### config.mk
export PLATFORM = sky130hd
export DESIGN_NAME = ts_to_rtp_packetizer_pcr_stamp_core
export DESIGN_NICKNAME = d
export VERILOG_FILES = /design/src/tsrtp_pkg.sv /design/src/tsrtp_parse.sv /design/src/ts_to_rtp_packetizer_pcr_stamp_core.sv
export VERILOG_INCLUDE_DIRS = /design/src /design/src/src
export SDC_FILE = /design/constraint.sdc
export NUM_CORES = 1
export LEC_CHECK = 0
export ABC_AREA = 1
export BUFFER_PORTS_ARGS = -buffer_cell sky130_fd_sc_hd__buf_2
export CORE_ASPECT_RATIO = 1.4
export CORE_UTILIZATION = 50
export DETAILED_ROUTE_END_ITERATION = 8
export PLACE_DENSITY = 0.72
export SLEW_MARGIN = 5
export SYNTH_ARGS = -nofsm -noshare
export SYNTH_HDL_FRONTEND = slang
export SYNTH_SLANG_ARGS = --single-unit
### constraint.sdc
create_clock -name i_clk -period 9.6 [get_ports i_clk]
set_clock_uncertainty 0.15 [all_clocks]
set_input_delay 1.92 -clock i_clk [delete_from_list [all_inputs] [get_ports i_clk]]
set_output_delay 1.92 -clock i_clk [all_outputs]
set_load 0.1 [all_outputs]
### src/ts_to_rtp_packetizer_pcr_stamp_core_assert.svh
// Assertion macros for the packetizer; clocked on i_clk, off while i_rst_n is low.
`ifndef TS_TO_RTP_PACKETIZER_PCR_STAMP_CORE_ASSERT_SVH
`define TS_TO_RTP_PACKETIZER_PCR_STAMP_CORE_ASSERT_SVH

// Same-cycle implication.
`define TSRTP_ASSERT_IMPLY(label, ante, cons) \
    label: assert property (@(posedge i_clk) disable iff (!i_rst_n) (ante) |-> (cons)) \
        else $error("tsrtp same-cycle check failed");

// Next-cycle implication.
`define TSRTP_ASSERT_NEXT(label, ante, cons) \
    label: assert property (@(posedge i_clk) disable iff (!i_rst_n) (ante) |=> (cons)) \
        else $error("tsrtp next-cycle check failed");

`endif

### src/tsrtp_pkg.sv
package tsrtp_pkg;

    localparam int TS_PACKET_BYTES = 188;
    localparam int PPD_DEFAULT     = 7;
    localparam int PKT_IDX_W       = 8;
    localparam int GRP_W           = 3;
    localparam int LEN_W           = 11;
    localparam int PCR_W           = 33;

    // Header byte positions inside a TS packet
    localparam logic [PKT_IDX_W-1:0] AFC_BYTE       = 8'd3;
    localparam logic [PKT_IDX_W-1:0] AF_FLAGS_BYTE  = 8'd5;
    localparam logic [PKT_IDX_W-1:0] PCR_FIRST_BYTE = 8'd6;
    localparam logic [PKT_IDX_W-1:0] PCR_LAST_BYTE  = 8'd10;

    localparam logic [7:0] AF_PRESENT_BIT = 8'h20;
    localparam logic [1:0] AF_ONLY_CODE   = 2'b10;
    localparam logic [7:0] PCR_FLAG_MASK  = 8'h10;

    localparam logic [6:0] PAYLOAD_TYPE_RESET = 7'd33;

    // Configuration register indexes
    localparam logic [1:0] CFG_PAYLOAD_TYPE   = 2'd0;
    localparam logic [1:0] CFG_START_SSRC     = 2'd1;
    localparam logic [1:0] CFG_START_SEQUENCE = 2'd2;

    typedef struct packed {
        logic [7:0] ts_byte;
        logic       end_of_buffer;
    } t_ts_in;

    typedef struct packed {
        logic [15:0]      sequence_number;
        logic [31:0]      rtp_timestamp;
        logic [31:0]      sync_source;
        logic [6:0]       header_payload_type;
        logic [LEN_W-1:0] payload_length;
        logic             pcr_seen;
    } t_rtp_hdr;

    typedef struct packed {
        logic             close;
        logic             has_pcr;
        logic [31:0]      pcr_low;
        logic [LEN_W-1:0] payload_count;
    } t_grp_status;

endpackage

### src/tsrtp_parse.sv
module tsrtp_parse
    import tsrtp_pkg::*;
#(
    parameter int PACKETS_PER_DATAGRAM = PPD_DEFAULT
) (
    input  logic        i_clk,
    input  logic        i_rst_n,
    input  logic        i_en,
    input  t_ts_in      i_in,
    output t_grp_status o_status
);

    localparam logic [GRP_W-1:0] PPD = GRP_W'(PACKETS_PER_DATAGRAM);
    localparam logic [PKT_IDX_W-1:0] PKT_LAST = PKT_IDX_W'(TS_PACKET_BYTES);

    logic [PKT_IDX_W-1:0] r_byte_idx, n_byte_idx;
    logic [GRP_W-1:0]     r_pkt_idx, n_pkt_idx;
    logic [LEN_W-1:0]     r_count, n_count;
    logic                 r_af_only, n_af_only;
    logic                 r_pcr_flag, n_pcr_flag;
    logic [PCR_W-1:0]     r_pcr, n_pcr;
    logic                 r_has_pcr, n_has_pcr;

    logic [PKT_IDX_W-1:0] byte_inc;
    logic [GRP_W-1:0]     pkt_inc;
    logic [LEN_W-1:0]     count_inc;
    logic                 pkt_done;
    logic                 close;
    logic                 capture;
    logic                 af_only_now;
    logic                 pcr_flag_now;
    logic [PCR_W-1:0]     pcr_now;
    logic                 has_pcr_now;

    always_comb begin
        byte_inc  = r_byte_idx + 1'b1;
        pkt_inc   = r_pkt_idx + 1'b1;
        count_inc = r_count + 1'b1;
        pkt_done  = (byte_inc == PKT_LAST);
        close     = i_in.end_of_buffer || (pkt_done && (pkt_inc >= PPD));

        af_only_now  = r_af_only;
        pcr_flag_now = r_pcr_flag;
        pcr_now      = r_pcr;
        has_pcr_now  = r_has_pcr;
        capture      = (r_byte_idx >= PCR_FIRST_BYTE) && (r_byte_idx <= PCR_LAST_BYTE)
                       && !r_has_pcr && r_af_only && r_pcr_flag;

        if (r_byte_idx == AFC_BYTE) begin
            af_only_now = ((i_in.ts_byte & AF_PRESENT_BIT) != 8'd0)
                          && (i_in.ts_byte[5:4] == AF_ONLY_CODE);
        end else if (r_byte_idx == AF_FLAGS_BYTE) begin
            pcr_flag_now = ((i_in.ts_byte & PCR_FLAG_MASK) != 8'd0);
        end else if (capture) begin
            if (r_byte_idx != PCR_LAST_BYTE) begin
                pcr_now = {r_pcr[PCR_W-9:0], i_in.ts_byte};
            end else begin
                // only the top bit of the last byte belongs to the base
                pcr_now     = {r_pcr[PCR_W-2:0], i_in.ts_byte[7]};
                has_pcr_now = 1'b1;
            end
        end

        o_status.close         = close;
        o_status.has_pcr       = has_pcr_now;
        o_status.pcr_low       = pcr_now[31:0];
        o_status.payload_count = count_inc;

        priority if (close) begin
            n_byte_idx = '0;
            n_pkt_idx  = '0;
            n_count    = '0;
            n_af_only  = 1'b0;
            n_pcr_flag = 1'b0;
            n_pcr      = '0;
            n_has_pcr  = 1'b0;
        end else if (pkt_done) begin
            n_byte_idx = '0;
            n_pkt_idx  = pkt_inc;
            n_count    = count_inc;
            n_af_only  = 1'b0;
            n_pcr_flag = 1'b0;
            n_pcr      = pcr_now;
            n_has_pcr  = has_pcr_now;
        end else begin
            n_byte_idx = byte_inc;
            n_pkt_idx  = r_pkt_idx;
            n_count    = count_inc;
            n_af_only  = af_only_now;
            n_pcr_flag = pcr_flag_now;
            n_pcr      = pcr_now;
            n_has_pcr  = has_pcr_now;
        end
    end

    always_ff @(posedge i_clk) begin
        if (!i_rst_n) begin
            r_byte_idx <= '0;
            r_pkt_idx  <= '0;
            r_count    <= '0;
            r_af_only  <= 1'b0;
            r_pcr_flag <= 1'b0;
            r_pcr      <= '0;
            r_has_pcr  <= 1'b0;
        end else if (i_en) begin
            r_byte_idx <= n_byte_idx;
            r_pkt_idx  <= n_pkt_idx;
            r_count    <= n_count;
            r_af_only  <= n_af_only;
            r_pcr_flag <= n_pcr_flag;
            r_pcr      <= n_pcr;
            r_has_pcr  <= n_has_pcr;
        end
    end

endmodule

### src/ts_to_rtp_packetizer_pcr_stamp_core.sv
// Transport stream to RTP header stamper. One TS byte is taken per cycle, every
// cycle, as long as the result side keeps up: the byte, packet and PCR capture
// counters update in the accepting cycle and a closing byte loads the header
// register in the same cycle. A finished header sits in an output register backed
// by one skid entry, so the input stalls only when two headers wait untaken. A
// header is produced when PACKETS_PER_DATAGRAM packets of 188 bytes have passed or
// a byte flagged end_of_buffer arrives. Configuration writes are taken every cycle;
// writing the start SSRC or start sequence loads the running value at once.
module ts_to_rtp_packetizer_pcr_stamp_core
    import tsrtp_pkg::*;
#(
    parameter int PACKETS_PER_DATAGRAM = PPD_DEFAULT
) (
    input  logic        i_clk,
    input  logic        i_rst_n,
    input  logic        i_in_valid,
    output logic        o_in_ready,
    input  t_ts_in      i_in,
    output logic        o_out_valid,
    input  logic        i_out_ready,
    output t_rtp_hdr    o_out,
    input  logic        i_cfg_valid,
    output logic        o_cfg_ready,
    input  logic [1:0]  i_cfg_index,
    input  logic [31:0] i_cfg_data
);

    logic        accept;
    logic        take;
    logic        produce;
    t_grp_status status;
    t_rtp_hdr    hdr;

    logic [6:0]  r_ptype;
    logic [15:0] r_seq, n_seq;
    logic [31:0] r_ssrc, n_ssrc;
    logic [31:0] r_ts, n_ts;
    logic        seen;

    logic        r_out_valid;
    t_rtp_hdr    r_out;
    logic        r_skid_valid;
    t_rtp_hdr    r_skid;

    assign o_in_ready  = !r_skid_valid;
    assign o_cfg_ready = 1'b1;
    assign accept      = i_in_valid && o_in_ready;
    assign take        = r_out_valid && i_out_ready;
    assign produce     = accept && status.close;

    tsrtp_parse #(
        .PACKETS_PER_DATAGRAM(PACKETS_PER_DATAGRAM)
    ) u_parse (
        .i_clk    (i_clk),
        .i_rst_n  (i_rst_n),
        .i_en     (accept),
        .i_in     (i_in),
        .o_status (status)
    );

    always_comb begin
        seen   = status.has_pcr && (status.pcr_low != 32'd0);
        n_ts   = seen ? status.pcr_low : r_ts;
        n_seq  = r_seq + 1'b1;
        // bump the source id when the sequence wraps
        n_ssrc = (n_seq == 16'd0) ? r_ssrc + 1'b1 : r_ssrc;

        hdr.sequence_number     = n_seq;
        hdr.rtp_timestamp       = n_ts;
        hdr.sync_source         = n_ssrc;
        hdr.header_payload_type = r_ptype;
        hdr.payload_length      = status.payload_count;
        hdr.pcr_seen            = seen;
    end

    always_ff @(posedge i_clk) begin
        if (!i_rst_n) begin
            r_ptype <= PAYLOAD_TYPE_RESET;
            r_seq   <= '0;
            r_ssrc  <= '0;
            r_ts    <= '0;
        end else if (i_cfg_valid) begin
            unique case (i_cfg_index)
                CFG_PAYLOAD_TYPE:   r_ptype <= i_cfg_data[6:0];
                CFG_START_SSRC:     r_ssrc  <= i_cfg_data;
                CFG_START_SEQUENCE: r_seq   <= i_cfg_data[15:0];
                default: ;
            endcase
        end else if (produce) begin
            r_seq  <= n_seq;
            r_ssrc <= n_ssrc;
            r_ts   <= n_ts;
        end
    end

    // output register with one skid entry behind it
    always_ff @(posedge i_clk) begin
        if (!i_rst_n) begin
            r_out_valid  <= 1'b0;
            r_skid_valid <= 1'b0;
        end else if (take || !r_out_valid) begin
            r_out_valid  <= r_skid_valid || produce;
            r_skid_valid <= 1'b0;
        end else if (produce) begin
            r_skid_valid <= 1'b1;
        end
    end

    always_ff @(posedge i_clk) begin
        if (take || !r_out_valid) begin
            r_out <= r_skid_valid ? r_skid : hdr;
        end
        if (produce && r_out_valid && !take) begin
            r_skid <= hdr;
        end
    end

    assign o_out_valid = r_out_valid;
    assign o_out       = r_out;

`include "ts_to_rtp_packetizer_pcr_stamp_core_assert.svh"

    `TSRTP_ASSERT_IMPLY(a_skid_behind_out, r_skid_valid, r_out_valid)
    `TSRTP_ASSERT_NEXT(a_stalled_out_holds, r_out_valid && !i_out_ready, r_out_valid)
    `TSRTP_ASSERT_IMPLY(a_length_nonzero, r_out_valid, r_out.payload_length != '0)
    `TSRTP_ASSERT_IMPLY(a_pcr_stamp_nonzero, r_out_valid && r_out.pcr_seen,
        r_out.rtp_timestamp != 32'd0)

endmodule

==> impl_metrics.ini <==
[layout]
layout-drive-gt1-share = 0.1412
fillCellCount = 2971
seq_area_sq_mm = 0.008872
fin_cells = 2600
multi_input_area_sq_mm = 0.006616
syn_to_final_growth_pct = 11.69
n_antenna_cell = 0
final_nets = 2192

[die]
start_util = 0.5121
die_area_sq_mm = 0.03423
die_x_um = 156.7
rows = 78
die_height_um = 218.5
ios = 150
core_area_sq_mm = 0.03269

[synthesis]
ys_warn_count = 0
synth_top_area_cell = edfxtp_1
yosysMostFrequentCell = nand2_1
synthFlopType = edfxtp_1
synth_edf_count = 198
syn_area_per_cell_sq_um = 8.183
ys_top_cells_by_area = edfxtp_1, dfxtp_1, nand2_1
synth_area_sq_mm = 0.01674
synth_nets = 2103
seq_area_frac_synth = 0.5297
synth-async-reset-ratio = 0
synth-seq-cells = 344
synth_cells = 2046
ys_types = 38
yosys-top-cells-count = nand2_1, inv_1, edfxtp_1, dfxtp_1, o21ai_0
synth_top_cell_area_share = 0.3551

[power_and_ir_drop]
worst_ir_drop_vdd_v = 0.0001578
power_w = 0.003533
leakagePower_nw = 8.434
power.density_mw_per_mm2 = 188.9

[critical_path]
r2r_cells = 17
slowest_delay_ns = 0.75
cp_max_fo = 47
cp_cell_sequence = buf_2 > nand2_1 > buf_4 > clkinv_1 > nand3_1 > nand2_1 > inv_2 > a21oi_1 > a21oi_1
critPathLaunchType = input port
worst_path_max_delay_cell = inv_2
reg2reg_to = o_out[57]$_DFFE_PP_
crit_required_ns = 9.95
rrSetupSlack_ns = 5.14
r2r_start = u_parse.r_byte_idx[1]$_SDFFE_PN0P_
criticalPathCategory = input port to flop
arrival_ns = 5.45
cp-end-kind = flop

[cts]
cts_setup_buffers = 0
root_buffer = clkbuf_16
cts_max_level = 1
clock_latency_ns = 0.58
clockBufferDepth = 3
cts_inserted_buffers = 31
cts_tree = done
post_cts_resized = 0
cts_hold_buf = 0
clk_pin_slew_worst_paths_ns = 0.06
cts_sinks = 344

[drt]
ant_nets = 0
vias = 13610
vias_per_cell = 5.235
drt_first_pass_iters = 6
wire_per_inst_um = 15.38
drcViolationCount = 0
drt-initial-drc-count = 1065
drt-total-wl_mm = 39.98

[grt]
grt_max_degree = 88
grt_pass1_vias = 12910
grt.total_usage = 0.2371
grt_pass1_wl_mm = 64.09
antenna_found_initial = 0
grt_overflow = 0

[worst_hold_path]
hold-path-cell-count = 0
worstHoldPathType = flop to flop
hp-start = r_ptype[2]$_SDFFE_PN0P_
min_to = r_skid[14]$_DFFE_PP_

[sta]
tightest_slew_ns = 1.212
grt_setup_unrepaired = no
maxSlewHeadroom = 0.1897
period_needed_ns = 5.098
finalSetupViolCount = 0
fin_tns_setup_ns = 0
hold_violations = 0
layout_setup_ws_ns = 4.502
fmax_ghz = 0.1961
final-max-slew-violation-count = 0
fin_crit_sh = 0.5311

[placement]
place_ws_ns = 3.902
dp_cells = 2542
dp_hpwl_mm = 26.99
place.gp.congestion = 0.8999
io_buffers = 148

[outcome]
outcome = complete, no violations

[job]
cap_violations = 0
## sequential cells by signal, indices dropped and copies added, names as in the netlist, 3 cells and up
| register | count |
|---|---|
| o_out | 99 |
| r_ptype | 7 |
| r_seq | 16 |
| r_skid | 99 |
| r_ssrc | 32 |
| r_ts | 32 |
| u_parse.r_byte_idx | 8 |
| u_parse.r_count | 11 |
| u_parse.r_pcr | 32 |
| u_parse.r_pkt_idx | 3 |
## through the flow
step                        util  instance area [sq um]  hold slack [ns]
after floorplan                -                  16740           0.2752
after global placement    0.5391                  17620           0.2889
after detailed placement  0.5391                  17620           0.2891
after CTS                 0.5719                  18700           0.3100
after global routing      0.5719                  18700           0.3218
final                     0.5719                  18700           0.3072
## cell families (layout without fill, tap and decap cells)
| kind of cell | count (synthesis) | count (layout) | share of synthesized area |
|---|---|---|---|
| xor gates and xnor gates | 52 | 52 | 0.02765 |
| DFF | 344 | 344 | 0.5297 |
| AOI/OAI and AO/OA | 310 | 310 | 0.1050 |
| adders and majority gates | 9 | 9 | 0.006726 |
| and+or+nand+nor | 1023 | 1023 | 0.2545 |
| other | 1 | 1 | 0.0002240 |
| buffers and inverters | 307 | 421 | 0.07615 |
## worst max-delay path by stage
| stage | from | endpoint | slack (ns) | cells past startpoint |
|---|---|---|---|---|
| final | i_in_valid | r_ssrc[10]$_SDFFE_PN0P_ | 4.50 | 9 |
| after detailed placement | i_in_valid | r_ssrc[18]$_SDFFE_PN0P_ | 3.90 | 9 |
| after CTS | i_in_valid | r_ssrc[18]$_SDFFE_PN0P_ | 4.49 | 9 |
| after global routing | i_in_valid | r_ssrc[29]$_SDFFE_PN0P_ | 4.11 | 9 |
| after global placement | i_in_valid | r_ssrc[30]$_SDFFE_PN0P_ | 3.99 | 9 |
| after floorplan | i_out_ready | r_skid[0]$_DFFE_PP_ | 0.28 | 3 |
## placed cells by master, fill, tap and decap left out, drive strengths merged
cell type    n
a31oi        8
or2          8
dfxtp      146
inv        205
a211oi      12
nand4       20
buf        158
a31o         1
nand2      742
edfxtp     198
nand3      102
nor2       125
conb         1
clkinv      12
a21oi      111
bufinv       5
xnor2       17
nor3        19
ha           9
clkinvlp     3
nor4         7
o21ai      146
clkbuf      38
xor2        35
o21a        32
## layer usage
layer | up-vias | share of wire | global-route usage
li1 | 6797 | - | -
met1 | 6340 | 0.39 | 0.2746
met2 | 384 | 0.51 | 0.4320
met3 | 90 | 0.050 | 0.02756
met4 | 0 | 0.041 | 0.1114
met5 | - | 0 | 0
## power breakdown
| part | internal [W] | total (W) | switching (W) | leakage (nW) |
|---|---|---|---|---|
| sequential | 0.00163 | 0.00168 | 0.0000420 | 3.30 |
| combinational | 0.0000938 | 0.000550 | 0.000456 | 4.61 |
| clock | 0.000756 | 0.00131 | 0.000551 | 0.526 |
| total | 0.00248 | 0.00353 | 0.00105 | 8.43 |
## worst max-delay path, delay by kind of cell
family / cells / cell delay (ns)
compound gates: 2 / 0.27
buf+inv: 4 / 2.02
simple gates: 3 / 1.20
## cell type report
cell class | count | share of cell area
clock buffers | 38 | 0.04503
flip-flops and latches | 344 | 0.4745
multi-input cells | 1395 | 0.3538
clock inverters | 20 | 0.01245
repair buffers | 158 | 0.04363
inverters | 205 | 0.04115
well taps | 440 | 0.02944
No activity file was read; power rests on OpenSTA's default activity.
